$ cat config.mk
export PLATFORM = sky130hd
export DESIGN_NAME = magnetic_disturbance_detector
export DESIGN_NICKNAME = d
export VERILOG_FILES = /design/src/hw/rtl/mdd_pkg.sv /design/src/hw/rtl/mdd_isqrt.sv /design/src/hw/rtl/magnetic_disturbance_detector.sv
export SDC_FILE = /design/constraint.sdc
export NUM_CORES = 2
export LEC_CHECK = 0
export ABC_AREA = 1
export BUFFER_PORTS_ARGS = -buffer_cell sky130_fd_sc_hd__buf_4
export CAP_MARGIN = 20
export CORE_AREA = 3 3 447 449
export CTS_BUF_LIST = sky130_fd_sc_hd__clkbuf_16
export DETAILED_ROUTE_END_ITERATION = 16
export DIE_AREA = 0 0 450 452
export PLACE_DENSITY = 0.38
export SLEW_MARGIN = 25
export SYNTH_ARGS = -nofsm -noshare
export SYNTH_HDL_FRONTEND = slang
export SYNTH_SLANG_ARGS = --single-unit
$ cat constraint.sdc
create_clock -name clock -period 18.2 [get_ports clock]
set_input_delay 3.64 -clock clock [delete_from_list [all_inputs] [get_ports clock]]
set_output_delay 3.64 -clock clock [all_outputs]
set_load 0.05 [all_outputs]
$ cat src/hw/rtl/mdd_pkg.sv
package mdd_pkg;

   // Sample and reading widths
   localparam int DATA_BITS    = 13;
   localparam int SAMPLE_BITS  = 3;
   localparam int SAMPLES      = 1 << SAMPLE_BITS;
   localparam int SUM_BITS     = DATA_BITS + SAMPLE_BITS;

   // Ring store geometry
   localparam int SLOT_BITS    = 5;
   localparam int NUM_SLOTS    = 1 << SLOT_BITS;
   localparam int SCAN_BITS    = DATA_BITS + SLOT_BITS;

   // Squared-difference accumulation and root
   localparam int SQ_TERM_BITS = 2 * DATA_BITS;
   localparam int SQ_BITS      = SQ_TERM_BITS + SLOT_BITS;
   localparam int ROOT_BITS    = DATA_BITS;
   localparam int RAD_BITS     = 2 * ROOT_BITS;
   localparam int REM_BITS     = ROOT_BITS + 3;
   localparam int STEP_BITS    = $clog2(ROOT_BITS);

   // Band edges
   localparam int GAIN_BITS    = 4;
   localparam logic [GAIN_BITS-1:0] GAIN_RESET = 4'd2;
   localparam int PROD_BITS    = GAIN_BITS + ROOT_BITS;
   localparam int EDGE_BITS    = 18;

   // Stream widths
   localparam int OPCODE_BITS   = 2;
   localparam int REQ_DATA_BITS = 16;
   localparam int RSP_FIELD_BITS = 5 * DATA_BITS + 2 + 2 * EDGE_BITS;
   localparam int RSP_DATA_BITS = ((RSP_FIELD_BITS + 7) / 8) * 8;
   localparam int RSP_PAD_BITS  = RSP_DATA_BITS - RSP_FIELD_BITS;
   localparam int RSP_DIST_BIT  = DATA_BITS;
   localparam int RSP_START_BIT = DATA_BITS + 1;

   typedef enum logic [OPCODE_BITS-1:0] {
      OP_SAMPLE    = 2'd0,
      OP_RECOMPUTE = 2'd1,
      OP_RESTART   = 2'd2
   } opcode_type;

   localparam logic KIND_READING = 1'b0;
   localparam logic KIND_STATS   = 1'b1;

   // Status from the root unit back to the sequencer
   typedef struct packed {
      logic                 done;
      logic [ROOT_BITS-1:0] ceil_root;
   } root_stat_type;

endpackage

$ cat src/hw/rtl/mdd_isqrt.sv
module mdd_isqrt (
   input  logic                           clock,
   input  logic                           reset,
   input  logic                           start,
   input  logic [mdd_pkg::RAD_BITS-1:0]   radicand,
   output mdd_pkg::root_stat_type         stat
);

   logic [mdd_pkg::RAD_BITS-1:0]  q_ff, q_in;
   logic [mdd_pkg::REM_BITS-1:0]  rem_ff, rem_in;
   logic [mdd_pkg::ROOT_BITS-1:0] root_ff, root_in;
   logic [mdd_pkg::STEP_BITS-1:0] step_ff, step_in;
   logic                          busy_ff, busy_in;
   logic                          done_ff, done_in;
   logic [mdd_pkg::REM_BITS-1:0]  rem_shift;
   logic [mdd_pkg::REM_BITS-1:0]  trial;
   logic                          take;

   // One result bit per cycle, two radicand bits brought down each step
   always_comb begin
      rem_shift = {rem_ff[mdd_pkg::REM_BITS-3:0], q_ff[mdd_pkg::RAD_BITS-1 -: 2]};
      trial     = mdd_pkg::REM_BITS'({root_ff, 2'b01});
      take      = (rem_shift >= trial);
      q_in      = q_ff;
      rem_in    = rem_ff;
      root_in   = root_ff;
      step_in   = step_ff;
      busy_in   = busy_ff;
      done_in   = 1'b0;
      if (start) begin
         q_in    = radicand;
         rem_in  = '0;
         root_in = '0;
         step_in = '0;
         busy_in = 1'b1;
      end else if (busy_ff) begin
         q_in    = q_ff << 2;
         rem_in  = take ? (rem_shift - trial) : rem_shift;
         root_in = {root_ff[mdd_pkg::ROOT_BITS-2:0], take};
         step_in = step_ff + 1'b1;
         if (step_ff == mdd_pkg::STEP_BITS'(mdd_pkg::ROOT_BITS - 1)) begin
            busy_in = 1'b0;
            done_in = 1'b1;
         end
      end
   end

   always_ff @(posedge clock) begin
      if (reset) begin
         busy_ff <= 1'b0;
         done_ff <= 1'b0;
         step_ff <= '0;
      end else begin
         busy_ff <= busy_in;
         done_ff <= done_in;
         step_ff <= step_in;
      end
   end

   always_ff @(posedge clock) begin
      q_ff    <= q_in;
      rem_ff  <= rem_in;
      root_ff <= root_in;
   end

   // Round up when the remainder shows the square fell short
   assign stat.done      = done_ff;
   assign stat.ceil_root = root_ff + mdd_pkg::ROOT_BITS'(rem_ff != '0);

endmodule

$ cat src/hw/rtl/magnetic_disturbance_detector.sv
// Magnetic disturbance detector.
//
// Requests arrive on req_*: req_tuser carries the opcode (sample, recompute,
// restart), req_tdata the signed raw z sample. Every eighth sample completes
// a reading, which is returned on rsp_* with rsp_tuser = 0; a recompute
// request returns the fresh statistics with rsp_tuser = 1. Partial samples,
// restarts and the unused opcode return nothing.
// The block handles one request at a time. A sample that does not complete a
// reading leaves the block ready. A completed reading passes the reading and
// emit states, and the block is ready again in the cycle it is presented. A
// recompute walks the 32-entry store twice through its single read port,
// then runs a 13-step bit-serial root and forms the band edges before the
// result is emitted; the last reading of the startup fill does the same.
// The result sits in an output register: if rsp_tready is low the block
// still accepts requests that give no result, and holds the next result
// in its final step until the register frees up. Synchronous reset enters
// startup fill, clears the statistics, the band and the output valid, and
// sets the deviation gain to 2. Store contents are not cleared; the user
// must let startup fill all entries before a read; the block does not check.
module magnetic_disturbance_detector (
   input  logic                                 clock,
   input  logic                                 reset,
   // req_tdata: raw_z[12:0], zero pad
   input  logic                                 req_tvalid,
   output logic                                 req_tready,
   input  logic [mdd_pkg::REQ_DATA_BITS-1:0]    req_tdata,
   // req_tuser: opcode[1:0]
   input  logic [mdd_pkg::OPCODE_BITS-1:0]      req_tuser,
   // rsp_tdata: reading, disturbance, starting_up, mean_value, deviation,
   //            min_value, max_value, band_low, band_high, zero pad
   output logic                                 rsp_tvalid,
   input  logic                                 rsp_tready,
   output logic [mdd_pkg::RSP_DATA_BITS-1:0]    rsp_tdata,
   // rsp_tuser: result_kind
   output logic                                 rsp_tuser,
   input  logic                                 csr_wr_en,
   input  logic [mdd_pkg::GAIN_BITS-1:0]        csr_wr_data
);

   typedef enum logic [10:0] {
      ST_IDLE    = 11'b000_0000_0001,
      ST_READING = 11'b000_0000_0010,
      ST_SCAN1   = 11'b000_0000_0100,
      ST_END1    = 11'b000_0000_1000,
      ST_MEAN    = 11'b000_0001_0000,
      ST_SCAN2   = 11'b000_0010_0000,
      ST_END2    = 11'b000_0100_0000,
      ST_ROOT    = 11'b000_1000_0000,
      ST_BAND    = 11'b001_0000_0000,
      ST_EDGE    = 11'b010_0000_0000,
      ST_EMIT    = 11'b100_0000_0000
   } state_type;

   localparam int DB = mdd_pkg::DATA_BITS;
   localparam int EB = mdd_pkg::EDGE_BITS;

   // Control state
   state_type                          state_ff, state_in;
   logic [mdd_pkg::GAIN_BITS-1:0]      gain_ff, gain_in;
   logic signed [mdd_pkg::SUM_BITS-1:0] sum_ff, sum_in;
   logic [mdd_pkg::SAMPLE_BITS-1:0]    cnt_ff, cnt_in;
   logic [mdd_pkg::SLOT_BITS-1:0]      oldest_ff, oldest_in;
   logic [mdd_pkg::SLOT_BITS-1:0]      fill_ff, fill_in;
   logic                               startup_ff, startup_in;
   logic signed [DB-1:0]               last_ff, last_in;
   logic signed [DB-1:0]               mean_ff, mean_in;
   logic [mdd_pkg::ROOT_BITS-1:0]      dev_ff, dev_in;
   logic signed [DB-1:0]               min_ff, min_in;
   logic signed [DB-1:0]               max_ff, max_in;
   logic signed [EB-1:0]               elow_ff, elow_in;
   logic signed [EB-1:0]               ehigh_ff, ehigh_in;
   logic [mdd_pkg::SLOT_BITS-1:0]      idx_ff, idx_in;
   logic                               rd_vld_ff, rd_vld_in;
   logic                               rd_first_ff, rd_first_in;
   logic                               rd_sq_ff, rd_sq_in;
   logic                               sq_vld_ff, sq_vld_in;
   logic                               rsp_valid_ff, rsp_valid_in;

   // Per-request flags and datapath
   logic                               kind_ff, kind_in;
   logic                               dist_ff, dist_in;
   logic                               start_ff, start_in;
   logic signed [mdd_pkg::SCAN_BITS-1:0] scan_sum_ff, scan_sum_in;
   logic signed [DB-1:0]               scan_min_ff, scan_min_in;
   logic signed [DB-1:0]               scan_max_ff, scan_max_in;
   logic [mdd_pkg::SQ_TERM_BITS-1:0]   sq_term_ff, sq_term_in;
   logic [mdd_pkg::SQ_BITS-1:0]        sq_sum_ff, sq_sum_in;
   logic [mdd_pkg::PROD_BITS-1:0]      prod_ff, prod_in;
   logic                               rsp_kind_ff, rsp_kind_in;
   logic [mdd_pkg::RSP_DATA_BITS-1:0]  rsp_data_ff, rsp_data_in;

   // Store
   logic [DB-1:0]                      store_mem [mdd_pkg::NUM_SLOTS];
   logic signed [DB-1:0]               rd_data_ff;
   logic [mdd_pkg::SLOT_BITS-1:0]      rd_addr;
   logic                               wr_en;
   logic [mdd_pkg::SLOT_BITS-1:0]      wr_addr;

   // Combinational helpers
   logic                               req_fire;
   mdd_pkg::opcode_type                opcode;
   logic signed [DB-1:0]               raw_z;
   logic signed [mdd_pkg::SUM_BITS-1:0] sum_next;
   logic signed [mdd_pkg::SUM_BITS-1:0] sum_adj;
   logic signed [mdd_pkg::SCAN_BITS-1:0] scan_adj;
   logic signed [EB-1:0]               r_ext;
   logic                               in_band;
   logic                               in_strict;
   logic signed [DB:0]                 diff;
   logic signed [2*DB+1:0]             diff_ext;
   logic signed [2*DB+1:0]             square;
   logic [mdd_pkg::SQ_BITS:0]          sq_round;
   logic                               root_start;
   logic [mdd_pkg::RAD_BITS-1:0]       radicand;
   mdd_pkg::root_stat_type             root_stat;
   logic                               emit_load;

   assign req_tready = (state_ff == ST_IDLE);
   assign req_fire   = req_tvalid & req_tready;
   assign opcode     = mdd_pkg::opcode_type'(req_tuser);
   assign raw_z      = $signed(req_tdata[DB-1:0]);

   // Reading: group sum divided by the group size, truncated toward zero
   assign sum_next = sum_ff + $signed({{mdd_pkg::SAMPLE_BITS{raw_z[DB-1]}}, raw_z});
   assign sum_adj  = sum_next + (sum_next[mdd_pkg::SUM_BITS-1] ?
                     mdd_pkg::SUM_BITS'(mdd_pkg::SAMPLES - 1) : '0);

   // Mean: store sum divided by the slot count, truncated toward zero
   assign scan_adj = scan_sum_ff + (scan_sum_ff[mdd_pkg::SCAN_BITS-1] ?
                     mdd_pkg::SCAN_BITS'(mdd_pkg::NUM_SLOTS - 1) : '0);

   // Band tests on the latest reading
   assign r_ext     = $signed({{(EB-DB){last_ff[DB-1]}}, last_ff});
   assign in_band   = (elow_ff <= r_ext) && (r_ext <= ehigh_ff);
   assign in_strict = (elow_ff < r_ext) && (r_ext < ehigh_ff);

   // Squared difference from the mean
   assign diff     = $signed({rd_data_ff[DB-1], rd_data_ff}) - $signed({mean_ff[DB-1], mean_ff});
   assign diff_ext = $signed({{(DB+1){diff[DB]}}, diff});
   assign square   = diff_ext * diff_ext;

   // Radicand: sum of squares over slot count, rounded up
   assign sq_round = {1'b0, sq_sum_ff} + (mdd_pkg::SQ_BITS+1)'(mdd_pkg::NUM_SLOTS - 1);
   assign radicand = mdd_pkg::RAD_BITS'(sq_round >> mdd_pkg::SLOT_BITS);

   assign rd_addr = idx_ff;
   assign wr_addr = oldest_ff;

   mdd_isqrt u_isqrt (
      .clock    (clock),
      .reset    (reset),
      .start    (root_start),
      .radicand (radicand),
      .stat     (root_stat)
   );

   // Sequencer and datapath next values
   always_comb begin
      state_in     = state_ff;
      gain_in      = csr_wr_en ? csr_wr_data : gain_ff;
      sum_in       = sum_ff;
      cnt_in       = cnt_ff;
      oldest_in    = oldest_ff;
      fill_in      = fill_ff;
      startup_in   = startup_ff;
      last_in      = last_ff;
      mean_in      = mean_ff;
      dev_in       = dev_ff;
      min_in       = min_ff;
      max_in       = max_ff;
      elow_in      = elow_ff;
      ehigh_in     = ehigh_ff;
      idx_in       = idx_ff;
      rd_vld_in    = 1'b0;
      rd_first_in  = 1'b0;
      rd_sq_in     = 1'b0;
      sq_vld_in    = 1'b0;
      kind_in      = kind_ff;
      dist_in      = dist_ff;
      start_in     = start_ff;
      scan_sum_in  = scan_sum_ff;
      scan_min_in  = scan_min_ff;
      scan_max_in  = scan_max_ff;
      sq_term_in   = sq_term_ff;
      sq_sum_in    = sq_sum_ff;
      prod_in      = prod_ff;
      wr_en        = 1'b0;
      root_start   = 1'b0;
      emit_load    = 1'b0;

      // Pass one: sum, min and max, seeded from slot zero
      if (rd_vld_ff && !rd_sq_ff) begin
         if (rd_first_ff) begin
            scan_sum_in = $signed({{mdd_pkg::SLOT_BITS{rd_data_ff[DB-1]}}, rd_data_ff});
            scan_min_in = rd_data_ff;
            scan_max_in = rd_data_ff;
         end else begin
            scan_sum_in = scan_sum_ff +
                          $signed({{mdd_pkg::SLOT_BITS{rd_data_ff[DB-1]}}, rd_data_ff});
            if (rd_data_ff < scan_min_ff) begin
               scan_min_in = rd_data_ff;
            end
            if (rd_data_ff > scan_max_ff) begin
               scan_max_in = rd_data_ff;
            end
         end
      end

      // Pass two: register the square, then accumulate it
      if (rd_vld_ff && rd_sq_ff) begin
         sq_term_in = mdd_pkg::SQ_TERM_BITS'(square);
         sq_vld_in  = 1'b1;
      end
      if (sq_vld_ff) begin
         sq_sum_in = sq_sum_ff + mdd_pkg::SQ_BITS'(sq_term_ff);
      end

      case (state_ff)
         ST_IDLE: begin
            if (req_fire) begin
               case (opcode)
                  mdd_pkg::OP_SAMPLE: begin
                     if (cnt_ff == mdd_pkg::SAMPLE_BITS'(mdd_pkg::SAMPLES - 1)) begin
                        last_in  = DB'(sum_adj >>> mdd_pkg::SAMPLE_BITS);
                        sum_in   = '0;
                        cnt_in   = '0;
                        state_in = ST_READING;
                     end else begin
                        sum_in = sum_next;
                        cnt_in = cnt_ff + 1'b1;
                     end
                  end
                  mdd_pkg::OP_RECOMPUTE: begin
                     kind_in  = mdd_pkg::KIND_STATS;
                     dist_in  = 1'b0;
                     start_in = startup_ff;
                     idx_in   = '0;
                     state_in = ST_SCAN1;
                  end
                  mdd_pkg::OP_RESTART: begin
                     startup_in = 1'b1;
                     oldest_in  = '0;
                     fill_in    = '0;
                     sum_in     = '0;
                     cnt_in     = '0;
                     last_in    = '0;
                     mean_in    = '0;
                     dev_in     = '0;
                  end
                  default: begin
                  end
               endcase
            end
         end
         ST_READING: begin
            kind_in = mdd_pkg::KIND_READING;
            if (startup_ff) begin
               // Store unchecked; a full store ends startup with a recompute
               wr_en     = 1'b1;
               oldest_in = oldest_ff + 1'b1;
               dist_in   = 1'b0;
               start_in  = 1'b1;
               if (fill_ff == mdd_pkg::SLOT_BITS'(mdd_pkg::NUM_SLOTS - 1)) begin
                  fill_in    = '0;
                  startup_in = 1'b0;
                  idx_in     = '0;
                  state_in   = ST_SCAN1;
               end else begin
                  fill_in  = fill_ff + 1'b1;
                  state_in = ST_EMIT;
               end
            end else begin
               wr_en     = in_band;
               oldest_in = in_band ? oldest_ff + 1'b1 : oldest_ff;
               dist_in   = ~in_strict;
               start_in  = 1'b0;
               state_in  = ST_EMIT;
            end
         end
         ST_SCAN1: begin
            rd_vld_in   = 1'b1;
            rd_first_in = (idx_ff == '0);
            idx_in      = idx_ff + 1'b1;
            if (idx_ff == mdd_pkg::SLOT_BITS'(mdd_pkg::NUM_SLOTS - 1)) begin
               state_in = ST_END1;
            end
         end
         ST_END1: begin
            state_in = ST_MEAN;
         end
         ST_MEAN: begin
            mean_in   = DB'(scan_adj >>> mdd_pkg::SLOT_BITS);
            sq_sum_in = '0;
            idx_in    = '0;
            state_in  = ST_SCAN2;
         end
         ST_SCAN2: begin
            rd_vld_in = 1'b1;
            rd_sq_in  = 1'b1;
            idx_in    = idx_ff + 1'b1;
            if (idx_ff == mdd_pkg::SLOT_BITS'(mdd_pkg::NUM_SLOTS - 1)) begin
               state_in = ST_END2;
            end
         end
         ST_END2: begin
            // Wait for the square pipeline to drain
            if (!rd_vld_ff && !sq_vld_ff) begin
               root_start = 1'b1;
               state_in   = ST_ROOT;
            end
         end
         ST_ROOT: begin
            if (root_stat.done) begin
               dev_in   = root_stat.ceil_root;
               state_in = ST_BAND;
            end
         end
         ST_BAND: begin
            prod_in  = mdd_pkg::PROD_BITS'(gain_ff) * mdd_pkg::PROD_BITS'(dev_ff);
            min_in   = scan_min_ff;
            max_in   = scan_max_ff;
            state_in = ST_EDGE;
         end
         ST_EDGE: begin
            elow_in  = $signed({{(EB-DB){min_ff[DB-1]}}, min_ff}) - $signed({1'b0, prod_ff});
            ehigh_in = $signed({{(EB-DB){max_ff[DB-1]}}, max_ff}) + $signed({1'b0, prod_ff});
            state_in = ST_EMIT;
         end
         ST_EMIT: begin
            if (!rsp_valid_ff || rsp_tready) begin
               emit_load = 1'b1;
               state_in  = ST_IDLE;
            end
         end
         default: begin
            state_in = ST_IDLE;
         end
      endcase

      // Output register: load a result, drop it once taken
      rsp_valid_in = emit_load | (rsp_valid_ff & ~rsp_tready);
      rsp_kind_in  = emit_load ? kind_ff : rsp_kind_ff;
      rsp_data_in  = emit_load ?
                     {{mdd_pkg::RSP_PAD_BITS{1'b0}}, ehigh_ff, elow_ff, max_ff, min_ff,
                      dev_ff, mean_ff, start_ff, dist_ff, last_ff} :
                     rsp_data_ff;
   end

   always_ff @(posedge clock) begin
      if (reset) begin
         state_ff     <= ST_IDLE;
         gain_ff      <= mdd_pkg::GAIN_RESET;
         sum_ff       <= '0;
         cnt_ff       <= '0;
         oldest_ff    <= '0;
         fill_ff      <= '0;
         startup_ff   <= 1'b1;
         last_ff      <= '0;
         mean_ff      <= '0;
         dev_ff       <= '0;
         min_ff       <= '0;
         max_ff       <= '0;
         elow_ff      <= '0;
         ehigh_ff     <= '0;
         idx_ff       <= '0;
         rd_vld_ff    <= 1'b0;
         rd_first_ff  <= 1'b0;
         rd_sq_ff     <= 1'b0;
         sq_vld_ff    <= 1'b0;
         rsp_valid_ff <= 1'b0;
      end else begin
         state_ff     <= state_in;
         gain_ff      <= gain_in;
         sum_ff       <= sum_in;
         cnt_ff       <= cnt_in;
         oldest_ff    <= oldest_in;
         fill_ff      <= fill_in;
         startup_ff   <= startup_in;
         last_ff      <= last_in;
         mean_ff      <= mean_in;
         dev_ff       <= dev_in;
         min_ff       <= min_in;
         max_ff       <= max_in;
         elow_ff      <= elow_in;
         ehigh_ff     <= ehigh_in;
         idx_ff       <= idx_in;
         rd_vld_ff    <= rd_vld_in;
         rd_first_ff  <= rd_first_in;
         rd_sq_ff     <= rd_sq_in;
         sq_vld_ff    <= sq_vld_in;
         rsp_valid_ff <= rsp_valid_in;
      end
   end

   always_ff @(posedge clock) begin
      kind_ff     <= kind_in;
      dist_ff     <= dist_in;
      start_ff    <= start_in;
      scan_sum_ff <= scan_sum_in;
      scan_min_ff <= scan_min_in;
      scan_max_ff <= scan_max_in;
      sq_term_ff  <= sq_term_in;
      sq_sum_ff   <= sq_sum_in;
      prod_ff     <= prod_in;
      rsp_kind_ff <= rsp_kind_in;
      rsp_data_ff <= rsp_data_in;
   end

   // Store: one write port, one registered read port
   always_ff @(posedge clock) begin
      if (wr_en) begin
         store_mem[wr_addr] <= last_ff;
      end
      rd_data_ff <= $signed(store_mem[rd_addr]);
   end

   assign rsp_tvalid = rsp_valid_ff;
   assign rsp_tuser  = rsp_kind_ff;
   assign rsp_tdata  = rsp_data_ff;

endmodule

Yosys cells after proc, flatten, opt, wreduce, memory -nomap -nowiden
Memory sizes are Yosys's and may differ from the RTL's. A register that Yosys moved wholly into a read port is not among the register bits.
Cells that the tools add are included.
{ "word_totals": {"output_inout_bits": 107, "register_bits": 442, "inputBits": 27, "rom_bits": 0, "memories": 1, "elab_cells": 214, "mem_bits_rw": 416, "latchBits": 0} }
{ "op_classes": {"n_shift": 0, "div": 0, "add_sub_neg": 16, "multipliers": 2, "bitwise": 7, "eq_ne": 31, "n_lt_le_gt_ge": 7, "muxes": 76, "reduce_logical": 37} }
{ "memory_table": {"columns": ["name", "depth", "width", "read_ports", "rd_clocked_by_memory_dff", "write_ports", "line", "source"], "rows": [
  ["store_mem", 32, 13, 1, 1, 1, "magnetic_disturbance_detector.sv:93", "logic [DB-1:0] store_mem [mdd_pkg::NUM_SLOTS];"]
]} }
{ "ops": {"columns": ["cell", "count"], "rows": [
  ["$pmux W11 S11", 1],
  ["$mux W13", 8],
  ["$mux W11", 9],
  ["$pmux W13 S2", 3],
  ["$mux W5", 11],
  ["$mux W26", 2],
  ["$mux W16", 2],
  ["$pmux W16 S2", 1],
  ["$add A31 B26 Y31", 1],
  ["$add A31 B5 Y31 const B", 1],
  ["$mux W1", 27],
  ["$mul A14 B14 Y26", 1],
  ["$pmux W11 S2", 1],
  ["$pmux W5 S2", 2],
  ["$pmux W5 S4", 1],
  ["$add A13 B18 Y18", 1],
  ["$add A18 B13 Y18", 1],
  ["$add A18 B5 Y18", 1],
  ["$le A13 B18 Y1", 1],
  ["$le A18 B13 Y1", 1],
  ["$lt A13 B18 Y1", 1],
  ["$lt A18 B13 Y1", 1],
  ["$mux W18", 1],
  ["$sub A13 B18 Y18", 1],
  ["53 further kinds", 96]
]} }

Longest topological paths before layout
{ "logic_depth": {"depth_word": 6, "ltp_mapped": 38, "mapped_depth_nobuf": 37} }

Hierarchy
A second synthesis with hierarchy kept.
{ "unflattened": {"hier_cells": 5299, "hier_area_um2": 49627.6} }
{ "modules_own_cells": {"columns": ["module", "n_inst", "cells_each", "area_each_um2", "seq_area_each_um2"], "rows": [
  ["magnetic_disturbance_detector", 1, 4792, 45934.1, 22291.4],
  ["mdd_isqrt", 1, 507, 3693.5, 1481.4]
]} }

Worst setup path before layout
No wires, ideal clock.
{ "synth_timing": {"path_kind": "input to register", "startpoint": "input port rsp_tready", "endpoint": "register rsp_data_ff (netlist bit rsp_tdata[0]), enable pin", "slack_ps": 8875, "setup_ps": 601, "t_arrival_ps": 8723, "n_path_buf": 0, "required_time_ps": 17599, "cell_stages": 2, "cell_sequence": "inv_1 -> a21oi_1"} }
{ "synth_via": {"elab_chain_cells": 3} }
{ "synth_lines": {"columns": ["item", "line", "source"], "rows": [
  ["start: declaration", "magnetic_disturbance_detector.sv:32", "input logic rsp_tready,"],
  ["$logic_or A1 B1 Y1", "magnetic_disturbance_detector.sv:330", "if (!rsp_valid_ff || rsp_tready) begin"],
  ["$mux W1", "magnetic_disturbance_detector.sv:330", null],
  ["$mux W1", "magnetic_disturbance_detector.sv:218", "case (state_ff)"],
  ["named net emit_load", "magnetic_disturbance_detector.sv:116", "logic emit_load;"],
  ["end signal: assignment", "magnetic_disturbance_detector.sv:406", "rsp_data_ff <= rsp_data_in;"],
  ["end: declaration", "magnetic_disturbance_detector.sv:90", "logic [mdd_pkg::RSP_DATA_BITS-1:0] rsp_data_ff, rsp_data_in;"]
]} }
The timed path passes the listed nets, and every way through them passes these cells.
A chain may end at the register's enable or synchronous reset.

Worst setup path in the final report
{ "layout_timing": {"startpoint": "register rd_data_ff[0], read port of store_mem", "endpoint": "register sq_term_ff[25] in the netlist's numbering, data pin"} }
{ "layout_via": {"elab_chain_cells": 2} }
{ "layout_lines": {"columns": ["item", "line", "source"], "rows": [
  ["start: declaration", "magnetic_disturbance_detector.sv:94", "logic signed [DB-1:0] rd_data_ff;"],
  ["$sub A13 B13 Y14", "magnetic_disturbance_detector.sv:138", "assign diff = $signed({rd_data_ff[DB-1], rd_data_ff}) - $signed({mean_ff[DB-1], mean_ff});"],
  ["$mul A14 B14 Y26", "magnetic_disturbance_detector.sv:140", "assign square = diff_ext * diff_ext;"],
  ["named net square[25]", "magnetic_disturbance_detector.sv:111", "logic signed [2*DB+1:0] square;"],
  ["end signal: assignment", "magnetic_disturbance_detector.sv:402", "sq_term_ff <= sq_term_in;"],
  ["end: declaration", "magnetic_disturbance_detector.sv:86", "logic [mdd_pkg::SQ_TERM_BITS-1:0] sq_term_ff, sq_term_in;"]
]} }
The timed path passes the listed nets, and every way through them passes these cells.

==> impl_metrics.toml <==
[synth]
ys_seq_area_frac = 0.486
synthArstFlopShare = 0
syn_nets = 5679
synth_area_leaders = "edfxtp_1 39%, dfxtp_1 9.6%, fa_1 7.7%"
synth_cell_types = 62
syn_area_um2 = 48900
syn_inst = 5180
yosysWarningCount = 0
synth_edf_count = 635
synth_top_area_frac = 0.390
ys_ff_latch = 870
ys.flop_type = "edfxtp_1"
yosys.area.top_type = "edfxtp_1"
syn_avg_cell_area_um2 = 9.45

[sta]
finalSetupViolCount = 0
fin_ws_ps = 9840
rsz0062_at_grt = "no"
worst_pin_slew_ps = 1060
fin_tns_setup_ps = 0
slew_violations = 0
period_needed_ps = 8360
period_share = 0.459
finalHoldViolCount = 0
fin_skew_ps = 63.6
slew_headroom = 0.295
max_freq_mhz = 120
whs_ps = 422

[routing]
routedWlPerCell_um = 18.7
final_antenna_net_count = 0
vias = 36000
drt-total-wl_mm = 150
vias_per_cell = 4.47
drt_pass1_iterations = 5
drtIter0Drc = 2321
drc = 0

[grt]
grt_start_max_net_pins = 83
overflow = 0
grt_pass1_wl_mm = 227
antenna_found_initial = 14
grt_use_total = 0.146
first_global_vias = 36000

[worst_setup_path]
slowest_stage = "fa_1"
path_max_fanout = 9
cp-end-kind = "flop"
start_kind = "flop"
worst_path_largest_cell_delay_ps = 570
crit_top_cell = "fa_1"
crit_arrival_ps = 8820
crit_required_ps = 18660
crit_type = "reg -> reg"

[die]
fp-row-count = 163
io_pins = 134
die_w_um = 450
core_area_um2 = 197000
dieHeight_um = 452
fp.dieArea_um2 = 203000
initial_core_util = 0.249

[clocking]
clk_path_buf_depth = 3
cts_tree = "yes"
root_buffer = "clkbuf_16"
clk_pin_slew_worst_paths_ps = 60
cts_setup_buffers = 0
cts.sinks = 870
htree_levels = 3
numCtsBuffers = 103
cts-resized-gates = 0
cts_hold_buf = 0
insertion_delay_ps = 740

[place]
gp_routability_congestion = 0.821
hpwl_mm = 107
io_buffer_count = 129
place_ws_ps = 9760

[job]
drv_cap = 0

[finish]
nets = 5821
drive_gt1_frac = 0.0826
area.growth.synth_to_final_pct = 15.6

[outcome]
status = "completed"

[hold_path]
hp-class = "reg -> reg"
[cells by family after synthesis]
group           share of synthesized area
simple gates                        0.155
fa+ha+maj                           0.150
buf+inv                            0.0679
flops                               0.486
compound gates                      0.118
xor+xnor                           0.0237
other cells                     0.0000766
[layout by cell type, fill, tap and decap left out, drive strengths merged, types with 194 or more instances in the layout]
| master | instances |
|---|---|
| dfxtp | 235 |
| edfxtp | 635 |
| nand2 | 833 |
| a21oi | 356 |
| nand3 | 227 |
| buf | 194 |
| ha | 283 |
| o21ai | 427 |
| nor2 | 566 |
| inv | 736 |
[per-layer routing]
layer,wire length [um],up-vias,GRT usage
met4,4460,8,0.0471
met5,46,-,0
met3,6110,198,0.0196
li1,-,17900,-
met1,69700,17300,0.198
met2,70100,657,0.241
[synthesized netlist by cell type, types with 3 or more instances]
cell type	count
a31oi_1	12
a21boi_0	7
o21a_1	8
nor2_2	10
xor2_1	85
nand3_2	3
nand3_1	224
o22ai_1	68
a21o_1	18
a21oi_1	354
fa_1	189
nor3b_1	4
o21ai_1	7
buf_2	21
buf_1	10
o2111ai_1	3
and2_1	6
or2_2	17
o221ai_1	44
o21ai_0	417
o21ai_2	3
xnor2_1	44
o21bai_1	12
o211ai_1	33
inv_1	697
nand2_2	10
o31ai_1	11
nand4_1	58
clkbuf_1	123
edfxtp_1	635
or2_1	5
nor3_1	45
a22oi_1	14
ha_1	283
nand2_1	822
dfxtp_1	235
nor2_4	3
a211oi_1	9
o311ai_0	5
clkinv_1	12
inv_2	7
nor4_1	18
nand3b_1	14
nor2_1	552
[worst paths after layout]
path                       from  cells past startpoint  slack (ps)             end
setup reg to reg  rd_data_ff[0]                     28        9840  sq_term_ff[25]
setup / recovery  rd_data_ff[0]                     28        9840  sq_term_ff[25]
hold / removal          dist_ff                      0         420   rsp_tdata[13]
hold reg to reg         dist_ff                      0         420   rsp_tdata[13]
[worst max-delay path, delay by kind of cell, from the launching register on]
| family | cells | cell delay (ps) |
|---|---|---|
| and+or+nand+nor | 9 | 1350 |
| buffers and inverters | 7 | 1080 |
| DFF | 1 | 360 |
| adders and majority gates | 9 | 4160 |
| xor gates and xnor gates | 1 | 550 |
| AOI/OAI and AO/OA | 2 | 590 |
[metrics by stage]
step	cells	cell area (um2)	utilization
final	8058	56600	0.288
after CTS	8053	56600	0.288
after global placement	7856	53200	0.270
after floorplan	5180	48900	-
after detailed placement	7857	53200	0.270
after global routing	8054	56600	0.288
[cell type report]
| class | instances | area [um2] |
|---|---|---|
| Tap cell | 2640 | 3300 |
| Timing Repair Buffer | 194 | 1460 |
| Fill cell | 20900 | 140000 |
| Antenna cell | 5 | 12.5 |
| Clock buffer | 105 | 2630 |
| Clock inverter | 91 | 762 |
| Sequential cell | 870 | 23800 |
| Inverter | 717 | 2700 |
| Multi-Input combinational cell | 3436 | 21900 |
[sequential cells by signal, indices dropped and copies added (netlist names), 16 cells and up]
name / flops
store_mem: 416
rsp_tdata: 103
sq_sum_ff: 31
u_isqrt.q_ff: 26
sq_term_ff: 25
ehigh_ff: 18
elow_ff: 18
scan_sum_ff: 18
prod_ff: 17
sum_ff: 16
u_isqrt.rem_ff: 16
Power is not shown: default switching activity piles up to over one toggle a cycle in this logic, so the estimate is an artifact.
